$ cat src/rtl/wpt_pkg.sv
// ----------------------------------------------------------------------------
// wpt_pkg
// Shared types and constants for the wrapping position tracker.
// ----------------------------------------------------------------------------
package wpt_pkg;

    localparam int unsigned SPT_W      = 24;   // steps_per_turn width
    localparam int unsigned AZ_W       = 9;    // azimuth / heading width
    localparam int unsigned OP_W       = 3;
    localparam int unsigned STEPS_W    = 25;   // shortest step count width
    localparam int unsigned REM_W      = 33;   // product / divider remainder
    localparam int unsigned QUOT_W     = 9;    // heading quotient
    localparam int unsigned CNT_W      = 5;
    localparam int unsigned DEG_PER_TURN = 360;

    // azimuth*spt/360 = ((x >> 3) * RECIP_45) >> RECIP_SHIFT, exact for x <= 360*(2^SPT_W - 1)
    localparam int unsigned PROD_W      = 60;
    localparam int unsigned RECIP_SHIFT = 36;
    localparam logic [30:0] RECIP_45    = 31'd1527099484;

    // quotient bits produced by the heading divide
    localparam int unsigned H_STEPS = 9;       // position*360 / spt

    localparam logic [OP_W-1:0] OP_NONE = 3'd0;
    localparam logic [OP_W-1:0] OP_FWD  = 3'd1;
    localparam logic [OP_W-1:0] OP_BACK = 3'd2;
    localparam logic [OP_W-1:0] OP_SYNC = 3'd3;
    localparam logic [OP_W-1:0] OP_LOAD = 3'd4;

    // controller -> datapath
    typedef struct packed {
        logic capture;    // take input transaction
        logic load_t;     // form azimuth*steps product
        logic scale;      // reciprocal multiply for the divide by 360
        logic load_h;     // start heading divide
        logic div_step;   // one restoring step
        logic update;     // apply operation to position
        logic diff;       // heading and path candidates
        logic pick;       // choose shortest candidate
        logic out_load;   // move result to output register
    } t_cmd;

    // datapath -> controller
    typedef struct packed {
        logic out_free;   // output register can take a result this cycle
    } t_sts;

endpackage

$ cat src/rtl/wpt_ctrl.sv
// ----------------------------------------------------------------------------
// wpt_ctrl
// Sequencer for one transaction: scale, update, divide, compare, output.
// ----------------------------------------------------------------------------
module wpt_ctrl (
    input  logic          i_clk,
    input  logic          i_rst_n,
    input  logic          i_in_valid,
    output logic          o_in_ready,
    input  wpt_pkg::t_sts i_sts,
    output wpt_pkg::t_cmd o_cmd
);
    import wpt_pkg::*;

    typedef enum logic [8:0] {
        S_IDLE   = 9'b000000001,
        S_LOAD_T = 9'b000000010,
        S_SCALE  = 9'b000000100,
        S_UPDATE = 9'b000001000,
        S_LOAD_H = 9'b000010000,
        S_DIV_H  = 9'b000100000,
        S_DIFF   = 9'b001000000,
        S_PICK   = 9'b010000000,
        S_OUT    = 9'b100000000
    } t_state;

    t_state            r_state, n_state;
    logic [CNT_W-1:0]  r_cnt, n_cnt;

    always_comb begin
        n_state = r_state;
        n_cnt   = r_cnt;
        o_cmd   = '0;
        unique case (r_state)
            S_IDLE: begin
                if (i_in_valid) begin
                    o_cmd.capture = 1'b1;
                    n_state       = S_LOAD_T;
                end
            end
            S_LOAD_T: begin
                o_cmd.load_t = 1'b1;
                n_state      = S_SCALE;
            end
            S_SCALE: begin
                o_cmd.scale = 1'b1;
                n_state     = S_UPDATE;
            end
            S_UPDATE: begin
                o_cmd.update = 1'b1;
                n_state      = S_LOAD_H;
            end
            S_LOAD_H: begin
                o_cmd.load_h = 1'b1;
                n_cnt        = CNT_W'(H_STEPS - 1);
                n_state      = S_DIV_H;
            end
            S_DIV_H: begin
                o_cmd.div_step = 1'b1;
                n_cnt          = r_cnt - 1'b1;
                if (r_cnt == '0) begin
                    n_state = S_DIFF;
                end
            end
            S_DIFF: begin
                o_cmd.diff = 1'b1;
                n_state    = S_PICK;
            end
            S_PICK: begin
                o_cmd.pick = 1'b1;
                n_state    = S_OUT;
            end
            S_OUT: begin
                if (i_sts.out_free) begin
                    o_cmd.out_load = 1'b1;
                    n_state        = S_IDLE;
                end
            end
            default: begin
                n_state = S_IDLE;
            end
        endcase
    end

    assign o_in_ready = (r_state == S_IDLE);

    always_ff @(posedge i_clk) begin
        if (!i_rst_n) begin
            r_state <= S_IDLE;
            r_cnt   <= '0;
        end else begin
            r_state <= n_state;
            r_cnt   <= n_cnt;
        end
    end

endmodule

$ cat src/rtl/wpt_dp.sv
// ----------------------------------------------------------------------------
// wpt_dp
// Datapath: position state, reciprocal scaler, restoring heading divider,
// path candidates, output register.
// ----------------------------------------------------------------------------
module wpt_dp #(
    parameter int unsigned POSITION_BITS = 24
) (
    input  logic                        i_clk,
    input  logic                        i_rst_n,
    input  logic                        i_cfg_we,
    input  logic [wpt_pkg::SPT_W-1:0]   i_cfg_wdata,
    input  wpt_pkg::t_cmd               i_cmd,
    output wpt_pkg::t_sts               o_sts,
    input  logic [wpt_pkg::OP_W-1:0]    i_operation,
    input  logic [wpt_pkg::AZ_W-1:0]    i_azimuth,
    input  logic [wpt_pkg::SPT_W-1:0]   i_load_value,
    input  logic                        i_out_ready,
    output logic                        o_out_valid,
    output logic [wpt_pkg::SPT_W-1:0]   o_position,
    output logic [wpt_pkg::AZ_W-1:0]    o_heading_degrees,
    output logic [wpt_pkg::STEPS_W-1:0] o_shortest_steps
);
    import wpt_pkg::*;

    localparam int unsigned PB = POSITION_BITS;
    // compare width: holds position+1 and steps_per_turn
    localparam int unsigned EW = ((PB + 1) > SPT_W) ? (PB + 1) : SPT_W;
    // signed width for path candidates
    localparam int unsigned SW = EW + 2;

    logic [OP_W-1:0]    r_op;
    logic [AZ_W-1:0]    r_az;
    logic [SPT_W-1:0]   r_ld;
    logic [SPT_W-1:0]   r_spt;
    logic [PB-1:0]      r_pos;
    logic [SPT_W-1:0]   r_t;
    logic [REM_W-1:0]   r_rem;
    logic [REM_W-1:0]   r_dsh;
    logic [QUOT_W-1:0]  r_quot;
    logic [AZ_W-1:0]    r_head;
    logic signed [SW-1:0] r_direct, r_cw, r_ccw;
    logic [SW-1:0]      r_ad, r_acw, r_accw;
    logic [STEPS_W-1:0] r_short;
    logic               r_out_valid;
    logic [SPT_W-1:0]   r_out_pos;
    logic [AZ_W-1:0]    r_out_head;
    logic [STEPS_W-1:0] r_out_short;

    // position update
    logic [EW-1:0]      pos_ext, spt_ext, inc_ext, ld_ext;
    logic [PB-1:0]      n_pos;
    // divider step
    logic               div_ge;
    // candidates
    logic signed [SW-1:0] t_s, p_s, r_s, d_dir, d_cw, d_ccw;
    logic [AZ_W-1:0]    n_head;
    logic signed [SW-1:0] n_short;

    assign pos_ext = EW'(r_pos);
    assign spt_ext = EW'(r_spt);
    assign inc_ext = pos_ext + 1'b1;
    assign ld_ext  = EW'(r_ld);

    always_comb begin
        unique case (r_op)
            OP_FWD: begin
                if (inc_ext > spt_ext) begin
                    n_pos = PB'(inc_ext - spt_ext);
                end else begin
                    n_pos = PB'(inc_ext);
                end
            end
            OP_BACK: begin
                if (r_pos == '0) begin
                    n_pos = PB'(r_spt);
                end else begin
                    n_pos = r_pos - 1'b1;
                end
            end
            OP_SYNC: n_pos = PB'(r_t);
            OP_LOAD: n_pos = (ld_ext > spt_ext) ? PB'(r_spt) : PB'(r_ld);
            default: n_pos = r_pos;
        endcase
    end

    assign div_ge = (r_rem >= r_dsh);

    // heading: quotient only valid when position is below steps_per_turn
    always_comb begin
        priority if (r_spt == '0) begin
            n_head = '0;
        end else if (pos_ext >= spt_ext) begin
            n_head = AZ_W'(DEG_PER_TURN);
        end else begin
            n_head = r_quot[AZ_W-1:0];
        end
    end

    assign t_s   = SW'(r_t);
    assign p_s   = SW'(r_pos);
    assign r_s   = SW'(r_spt);
    assign d_dir = t_s - p_s;
    assign d_cw  = p_s + r_s - t_s;
    assign d_ccw = t_s + r_s - p_s;

    // strictly smallest magnitude wins; ties fall back to direct
    always_comb begin
        priority if (r_ad < r_acw && r_ad < r_accw) begin
            n_short = r_direct;
        end else if (r_acw < r_ad && r_acw < r_accw) begin
            n_short = -r_cw;
        end else if (r_accw < r_ad && r_accw < r_acw) begin
            n_short = r_ccw;
        end else begin
            n_short = r_direct;
        end
    end

    // payload registers
    always_ff @(posedge i_clk) begin
        if (i_cmd.capture) begin
            r_op <= i_operation;
            r_az <= (i_azimuth > AZ_W'(DEG_PER_TURN)) ? AZ_W'(DEG_PER_TURN) : i_azimuth;
            r_ld <= i_load_value;
        end
        if (i_cmd.load_t) begin
            r_rem  <= REM_W'(r_az) * REM_W'(r_spt);
        end else if (i_cmd.load_h) begin
            r_rem  <= REM_W'(r_pos) * REM_W'(DEG_PER_TURN);
            r_dsh  <= REM_W'(r_spt) << (H_STEPS - 1);
            r_quot <= '0;
        end else if (i_cmd.div_step) begin
            if (div_ge) begin
                r_rem <= r_rem - r_dsh;
            end
            r_quot <= {r_quot[QUOT_W-2:0], div_ge};
            r_dsh  <= r_dsh >> 1;
        end
        // divide by 360: drop the factor 8, then multiply by 1/45
        if (i_cmd.scale) begin
            r_t <= SPT_W'((PROD_W'(r_rem[REM_W-1:3]) * PROD_W'(RECIP_45)) >> RECIP_SHIFT);
        end
        if (i_cmd.diff) begin
            r_head   <= n_head;
            r_direct <= d_dir;
            r_cw     <= d_cw;
            r_ccw    <= d_ccw;
            r_ad     <= d_dir[SW-1]  ? SW'(-d_dir)  : SW'(d_dir);
            r_acw    <= d_cw[SW-1]   ? SW'(-d_cw)   : SW'(d_cw);
            r_accw   <= d_ccw[SW-1]  ? SW'(-d_ccw)  : SW'(d_ccw);
        end
        if (i_cmd.pick) begin
            r_short <= n_short[STEPS_W-1:0];
        end
        if (i_cmd.out_load) begin
            r_out_pos   <= SPT_W'(r_pos);
            r_out_head  <= r_head;
            r_out_short <= r_short;
        end
    end

    // control-side registers
    always_ff @(posedge i_clk) begin
        if (!i_rst_n) begin
            r_spt       <= SPT_W'(1);
            r_pos       <= '0;
            r_out_valid <= 1'b0;
        end else begin
            if (i_cfg_we) begin
                r_spt <= i_cfg_wdata;
            end
            if (i_cmd.update) begin
                r_pos <= n_pos;
            end
            if (i_cmd.out_load) begin
                r_out_valid <= 1'b1;
            end else if (i_out_ready) begin
                r_out_valid <= 1'b0;
            end
        end
    end

    assign o_sts.out_free    = !r_out_valid || i_out_ready;
    assign o_out_valid       = r_out_valid;
    assign o_position        = r_out_pos;
    assign o_heading_degrees = r_out_head;
    assign o_shortest_steps  = r_out_short;

endmodule

$ cat src/rtl/wrapping_position_tracker.sv
// ----------------------------------------------------------------------------
// wrapping_position_tracker
// Stepper position tracker over 0..steps_per_turn with heading and
// shortest-path step count to a requested azimuth.
// ----------------------------------------------------------------------------
// Usage:
//   Input stream (s_axis): one transaction per operation. tuser carries the
//   operation code, tdata the azimuth and the raw load value.
//   Output stream (m_axis): exactly one result transaction per input, in
//   order: new position, heading in degrees, signed shortest step count.
//   Config: i_cfg_we/i_cfg_wdata write steps_per_turn; write only while idle.
// Timing:
//   Each transaction passes through capture, the azimuth*steps product, a
//   reciprocal multiply for the divide by 360, position update, a 9-step
//   restoring divide (position*360/steps), candidate compare in the DIFF and
//   PICK states, output load and return to idle. The heading divide is the
//   longest step. A new input is accepted only once the controller is back
//   in idle.
// Reset:
//   position clears to 0, steps_per_turn returns to 1, output goes empty.
// Stall:
//   the result waits in the output register; the next input is still
//   accepted and processed, and holds only at its own output load until the
//   register frees up.
// ----------------------------------------------------------------------------
module wrapping_position_tracker #(
    parameter int unsigned POSITION_BITS = 24
) (
    input  logic                        i_clk,
    input  logic                        i_rst_n,
    // config
    input  logic                        i_cfg_we,
    input  logic [wpt_pkg::SPT_W-1:0]   i_cfg_wdata,     // steps_per_turn
    // input stream
    input  logic                        i_s_axis_tvalid,
    output logic                        o_s_axis_tready,
    input  logic [39:0]                 i_s_axis_tdata,  // [8:0] azimuth,
                                                         // [32:9] load_value,
                                                         // [39:33] zero
    input  logic [wpt_pkg::OP_W-1:0]    i_s_axis_tuser,  // [2:0] operation
    // output stream
    output logic                        o_m_axis_tvalid,
    input  logic                        i_m_axis_tready,
    output logic [63:0]                 o_m_axis_tdata   // [23:0] position,
                                                         // [32:24] heading_degrees,
                                                         // [57:33] shortest_steps,
                                                         // [63:58] zero
);
    import wpt_pkg::*;

    t_cmd               cmd;
    t_sts               sts;
    logic [SPT_W-1:0]   position;
    logic [AZ_W-1:0]    heading_degrees;
    logic [STEPS_W-1:0] shortest_steps;

    wpt_ctrl u_ctrl (
        .i_clk      (i_clk),
        .i_rst_n    (i_rst_n),
        .i_in_valid (i_s_axis_tvalid),
        .o_in_ready (o_s_axis_tready),
        .i_sts      (sts),
        .o_cmd      (cmd)
    );

    wpt_dp #(
        .POSITION_BITS (POSITION_BITS)
    ) u_dp (
        .i_clk             (i_clk),
        .i_rst_n           (i_rst_n),
        .i_cfg_we          (i_cfg_we),
        .i_cfg_wdata       (i_cfg_wdata),
        .i_cmd             (cmd),
        .o_sts             (sts),
        .i_operation       (i_s_axis_tuser),
        .i_azimuth         (i_s_axis_tdata[8:0]),
        .i_load_value      (i_s_axis_tdata[32:9]),
        .i_out_ready       (i_m_axis_tready),
        .o_out_valid       (o_m_axis_tvalid),
        .o_position        (position),
        .o_heading_degrees (heading_degrees),
        .o_shortest_steps  (shortest_steps)
    );

    assign o_m_axis_tdata = {6'b0, shortest_steps, heading_degrees, position};

endmodule
$ cat config.mk
export PLATFORM = sky130hd
export DESIGN_NAME = wrapping_position_tracker
export DESIGN_NICKNAME = d
export VERILOG_FILES = /design/src/rtl/wpt_pkg.sv /design/src/rtl/wpt_ctrl.sv /design/src/rtl/wpt_dp.sv /design/src/rtl/wrapping_position_tracker.sv
export SDC_FILE = /design/constraint.sdc
export NUM_CORES = 2
export LEC_CHECK = 0
export ABC_AREA = 1
export ABC_CLOCK_PERIOD_IN_PS = 9900
export BUFFER_PORTS_ARGS = -buffer_cell sky130_fd_sc_hd__buf_2
export CORE_ASPECT_RATIO = 0.5
export CORE_MARGIN = 2
export CORE_UTILIZATION = 65
export CTS_CLUSTER_DIAMETER = 120
export DETAILED_ROUTE_END_ITERATION = 10
export HOLD_SLACK_MARGIN = 0.12
export PLACE_DENSITY = 0.82
export SKIP_LAST_GASP = 1
export SYNTH_ARGS = -nofsm -noshare
export SYNTH_HDL_FRONTEND = slang
export SYNTH_SLANG_ARGS = --single-unit
$ cat constraint.sdc
create_clock -name i_clk -period 9.9 [get_ports i_clk]
set_clock_uncertainty 0.1 [all_clocks]
set_input_delay 1.98 -clock i_clk [delete_from_list [all_inputs] [get_ports i_clk]]
set_output_delay 1.98 -clock i_clk [all_outputs]
set_load 0.005 [all_outputs]
=== Yosys cells after proc, flatten, opt, wreduce, memory -nomap -nowiden ===
Index checks and enable logic that the tools add are counted.
Widths: inputs -> output; s select.

* Add/subtract/negate cells: 14
* Multiply operators: 3
* Magnitude comparators: 11
* Eq/ne operators: 16
* Muxes and demuxes: 36
* Bitwise operators: 1
* Reduce and logical (&&, ||, !) cells: 19

{| class="wikitable"
|+ Operators by type and width
! cell !! count
|-
| $lt 27x27->1 || 6
|-
| $mux 33 || 4
|-
| $pmux 24 s4 || 1
|-
| $pmux 9 s9 || 1
|-
| $mux 26 || 3
|-
| $mux 25 || 3
|-
| $mux 24 || 3
|-
| $mux 32 || 2
|-
| $mul 30x29->58 const B || 1
|-
| $neg 27->27 || 2
|-
| $sub 25x24->26 || 2
|-
| $add 24x24->25 || 2
|-
| $logic_not 24->1 || 2
|-
| $mux 9 || 5
|-
| $ge 33x32->1 || 1
|-
| $mul 9x24->33 || 1
|-
| $sub 33x32->33 || 1
|-
| $mul 24x6->30 const B || 1
|-
| $neg 25->27 || 1
|-
| $add 24x1->25 const B || 1
|-
| $gt 25x24->1 || 1
|-
| $neg 25->25 || 1
|-
| $sub 24x24->25 || 1
|-
| $ge 24x24->1 || 1
|-
| 32 further kinds || 53
|}

* Bits in registers: 445
* Input bits: 72
* Output and inout bits: 66
* Logic and storage cells: 128

=== Depth between registers and ports, before layout ===
* Word-level depth: 5
* Gate-level depth with buffers: 28
* Depth with buffers taken out: 27

=== Modules after synthesis ===
Synthesis repeated with hierarchy kept, for this count alone.

* Cell total of the unflattened synthesis: 7330
* Area, all modules: 57415.1 um2

{| class="wikitable"
|+ By module, submodules not included
! module !! instances !! cells each !! area each (um2) !! sequential area each (um2)
|-
| wpt_dp || 1 || 7200 || 56556.7 || 12331.8
|-
| wpt_ctrl || 1 || 123 || 809.5 || 280.3
|-
| wrapping_position_tracker || 1 || 7 || 48.8 || 0.0
|}

=== Worst setup path before layout ===
No wires, ideal clock.

* Path type: input -> register
* Start: in i_m_axis_tready
* End: reg u_dp.r_out_head[0], in the netlist u_dp.o_heading_degrees[0] (enable)
* Library setup time: 0.618 ns
* Arrival: 7.533 ns
* Required time: 9.182 ns
* Path slack: 1.650 ns
* Stages: 2
* Path buffers: 0
* Cell sequence: nor2_1 > nor4_1

{| class="wikitable"
|+ RTL lines
! item !! line !! RTL
|-
| start, declared || wrapping_position_tracker.sv:43 || <nowiki>input logic i_m_axis_tready,</nowiki>
|-
| end signal, assigned || wpt_dp.sv:158 || <nowiki>r_out_head <= r_head;</nowiki>
|-
| end, declared || wpt_dp.sv:47 || <nowiki>logic [AZ_W-1:0] r_out_head;</nowiki>
|}

=== Final worst setup path ===
* Start: reg u_dp.r_rem[21]
* End: reg u_dp.r_t[16] (data pin)

* Longest elaborated chain between the ends: 1

{| class="wikitable"
|+ RTL lines
! item !! line !! RTL
|-
| start, declared || wpt_dp.sv:38 || <nowiki>logic [REM_W-1:0] r_rem;</nowiki>
|-
| start signal, assigned || wpt_dp.sv:128 || <nowiki>r_rem <= REM_W'(r_az) * REM_W'(r_spt);</nowiki>
|-
| start signal, assigned || wpt_dp.sv:130 || <nowiki>r_rem <= REM_W'(r_pos) * REM_W'(DEG_PER_TURN);</nowiki>
|-
| start signal, assigned || wpt_dp.sv:135 || <nowiki>r_rem <= r_rem - r_dsh;</nowiki>
|-
| $mul 30x29->58 || wpt_dp.sv:142 || <nowiki>r_t <= SPT_W'((PROD_W'(r_rem[REM_W-1:3]) * PROD_W'(RECIP_45)) >> RECIP_SHIFT);</nowiki>
|-
| end signal, assigned || wpt_dp.sv:142 ||
|-
| end, declared || wpt_dp.sv:37 || <nowiki>logic [SPT_W-1:0] r_t;</nowiki>
|}

No other way between the ends.
A chain may end at the register's enable or synchronous reset.

==> flow_summary.json <==
{
  "worstMarginPinSlew_ns": 1.125,
  "die_h_um": 215.2,
  "grtUsageMet1_pct": 53.04,
  "worst_slack_ns": 2.654,
  "clockBufferDepth": 3,
  "syn_area_um2": 57990,
  "critPathCaptureType": "flop",
  "busiest_layer": "met2",
  "grt_pass1_vias": 50850,
  "grt_max_degree": 93,
  "synth_edf_count": 379,
  "numCtsBuffers": 45,
  "met3_usage_pct": 8.224,
  "clock_sinks": 442,
  "wl_per_cell_um": 21.89,
  "drive_gt1_share_pct": 4.321,
  "grt_use_total_pct": 41.83,
  "required_ns": 10.18,
  "synth.avg_cell_area_um2": 7.834,
  "worst_setup_path_start_kind": "flop",
  "ys_seq_area_share_pct": 21.80,
  "dr_total_vias": 50960,
  "rows": 77,
  "path_cells": "ha_1 -> fa_1 -> inv_1 -> fa_1 -> inv_1 -> fa_1 -> fa_1 -> fa_1 -> fa_1 -> inv_1 -> fa_1 -> inv_1 -> ha_1 -> nand2_1 -> nor2_1 -> inv_1 -> nor2_1 -> nand3_1 -> o21ai_0 -> nand3_1 -> nand3_1 -> nand2_1",
  "netlist.area_leader.share_pct": 19.63,
  "fillers": 7431,
  "finalHoldViolCount": 0,
  "die_x_um": 426.4,
  "ctsResizeCount": 0,
  "crit_family": "adder cells",
  "htreeDepth": 2,
  "finalMaxSlewViolations": 0,
  "layout_min_cycle_time_ns": 7.246,
  "rsz0062_at_grt": "false",
  "crit_top_cell": "fa_1",
  "reg2reg_slack_ns": 2.65,
  "ios": 138,
  "gr-total-overflow": 0,
  "ys_warn_count": 0,
  "area_growth_pct": 5.711,
  "worst_path_max_delay_cell": "edfxtp_1",
  "cts_tree": "done",
  "final_cell_area_um2": 61300,
  "ant_nets": 0,
  "critical_path_peak_fanout": 6,
  "postCtsHoldBufs": 0,
  "worstPathBufferInverterCount": 5,
  "yosys.area.top_type": "edfxtp_1",
  "antenna_found_initial": 3,
  "portBuffers": 124,
  "yosysUniqueCellTypes": 58,
  "syn_inst": 7403,
  "finalSetupViolCount": 0,
  "clk_pin_slew_ns": 0.06,
  "utilization_pct": 69.39,
  "hpwlAfterDp_um": 156700,
  "drtPass1Iterations": 7,
  "clockRootBuffer": "clkbuf_16",
  "ys_async_sr_fraction_pct": 0,
  "drv_cap": 0,
  "pre_cts_ws_ns": 2.716,
  "initial_core_util_pct": 65.64,
  "post_cts_buffers": 0,
  "ys.flop_type": "edfxtp_1",
  "arrival_ns": 7.53,
  "crit_type": "reg2reg",
  "viasPerCell": 5.852,
  "place_area_um2": 59850,
  "max-slew-margin-rel_pct": 24.99,
  "outcome": "complete, no violations",
  "clock_latency_ns": 0.63,
  "nets": 8829,
  "coreArea_um2": 88350,
  "drcViolationCount": 0,
  "finalCritPeriodShare_pct": 73.19,
  "die-area_um2": 91770,
  "drtIter0Drc": 5304,
  "fmax_mhz": 138.0,
  "fin_setup_tns_ns": 0,
  "hp-class": "reg2reg",
  "totalWireLength_um": 190600,
  "slowest_delay_ns": 0.74,
  "place_congestion": 1.057,
  "gr-usage-met2_pct": 67.74,
  "synth_area_leaders": "edfxtp_1 20%, fa_1 19%, ha_1 16%, inv_1 10%, nand2_1 10%",
  "ys_ff_latch": 442,
  "grt_pass1_wl_um": 290800
}
==> flip-flops by register name (all words and copies together), names as in the netlist, 24 cells and up <==
name and cells:
u_dp.r_accw 26, u_dp.r_pos 24, u_dp.r_spt 24, u_dp.r_dsh 32
u_dp.r_ld 24, u_dp.r_ccw 25, u_dp.r_ad 26, u_dp.r_rem 33
u_dp.r_t 24, u_dp.o_position 24, u_dp.o_shortest_steps 25, u_dp.r_cw 25
u_dp.r_direct 25, u_dp.r_acw 26, u_dp.r_short 25
==> layout by cell type (no fill, tap or decap), drive strengths merged, types with 12 or more instances in the layout <==
cell type	n
inv	1618
nand2	1570
ha	724
fa	543
nor2	538
a21oi	442
nand3	422
edfxtp	379
o21ai	333
buf	161
xor2	136
nand4	133
nor3	82
dfxtp	63
clkbuf	61
xnor2	48
nand3b	35
a31oi	29
a21o	28
nor4	28
o21bai	23
o211ai	19
o21a	16
conb	12
==> worst paths after layout <==
kind / start / end / cells past startpoint
worst min-delay path: u_dp.r_head[0] / u_dp.o_heading_degrees[0] / 0
worst max-delay path: u_dp.r_rem[21] / u_dp.r_t[16] / 22
worst max register to register: u_dp.r_rem[21] / u_dp.r_t[16] / 22
worst min register to register: u_dp.r_head[0] / u_dp.o_heading_degrees[0] / 0
==> layer usage <==
metal / up-vias / routed length [um]
met1: 24160 / 73880
met3: 587 / 18030
met4: 4 / 12150
met2: 2455 / 86570
met5: - / 15
li1: 23760 / -
==> Yosys cell counts (5+ instances only) <==
| cell | number |
|---|---|
| o211ai_1 | 19 |
| inv_1 | 1602 |
| o31ai_1 | 6 |
| a21oi_1 | 437 |
| nand3_2 | 5 |
| nor2_2 | 16 |
| or2_2 | 11 |
| o21a_1 | 16 |
| nor3_1 | 75 |
| nor2_1 | 519 |
| fa_1 | 543 |
| nor4_1 | 26 |
| xnor2_1 | 48 |
| clkbuf_1 | 89 |
| inv_2 | 12 |
| ha_1 | 724 |
| o21bai_1 | 23 |
| buf_4 | 11 |
| o21ai_0 | 327 |
| a31oi_1 | 29 |
| nand4_1 | 132 |
| nand2_1 | 1545 |
| o2111ai_1 | 8 |
| edfxtp_1 | 379 |
| dfxtp_1 | 63 |
| nor3_2 | 6 |
| a21boi_0 | 8 |
| buf_2 | 26 |
| a21o_1 | 28 |
| nand3b_1 | 35 |
| o21ai_1 | 6 |
| nand3_1 | 417 |
| nand2_2 | 23 |
| a21oi_2 | 5 |
| xor2_1 | 134 |
==> through the flow <==
step	hold WS, ns	cells
2_1_floorplan	0.3003	7414
3_3_place_gp	0.3016	8628
3_5_place_dp	0.3054	8628
4_1_cts	0.3182	8707
5_1_grt	0.3231	8708
6_report	0.3190	8708
==> worst register-to-register path: cells and delay by family (launching register included) <==
kind,cells,cell delay [ns]
DFF,1,0.74
and+or+nand+nor,7,0.82
adders and majority gates,9,4.56
buffers and inverters,5,0.27
AOI/OAI and AO/OA,1,0.56
==> cell families (layout without fill, tap and decap cells) <==
kind of cell,Yosys count,after routing,share of synthesized area [%]
other,1,13,0.006466
buffers and inverters,1749,1857,11.49
AO/OA/AOI/OAI,935,935,8.786
XOR/XNOR,184,184,2.805
adder cells (fa/ha/maj),1267,1267,34.37
AND/OR/NAND/NOR,2825,2825,20.75
flip-flops,442,442,21.80
==> layout make-up <==
class | count | area (um2) | share of cell area, %
timing repair buffer | 161 | 898.4 | 1.465
multi-input combinational | 5223 | 38760 | 63.22
tap | 1185 | 1483 | 2.419
inverter | 1617 | 6075 | 9.909
sequential | 442 | 12640 | 20.62
clock buffer | 61 | 1229 | 2.004
antenna | 1 | 2.502 | 0.004082
clock inverter | 18 | 219.0 | 0.3572
Power is not shown: default switching activity piles up to over one toggle a cycle in this logic, so the estimate is an artifact.
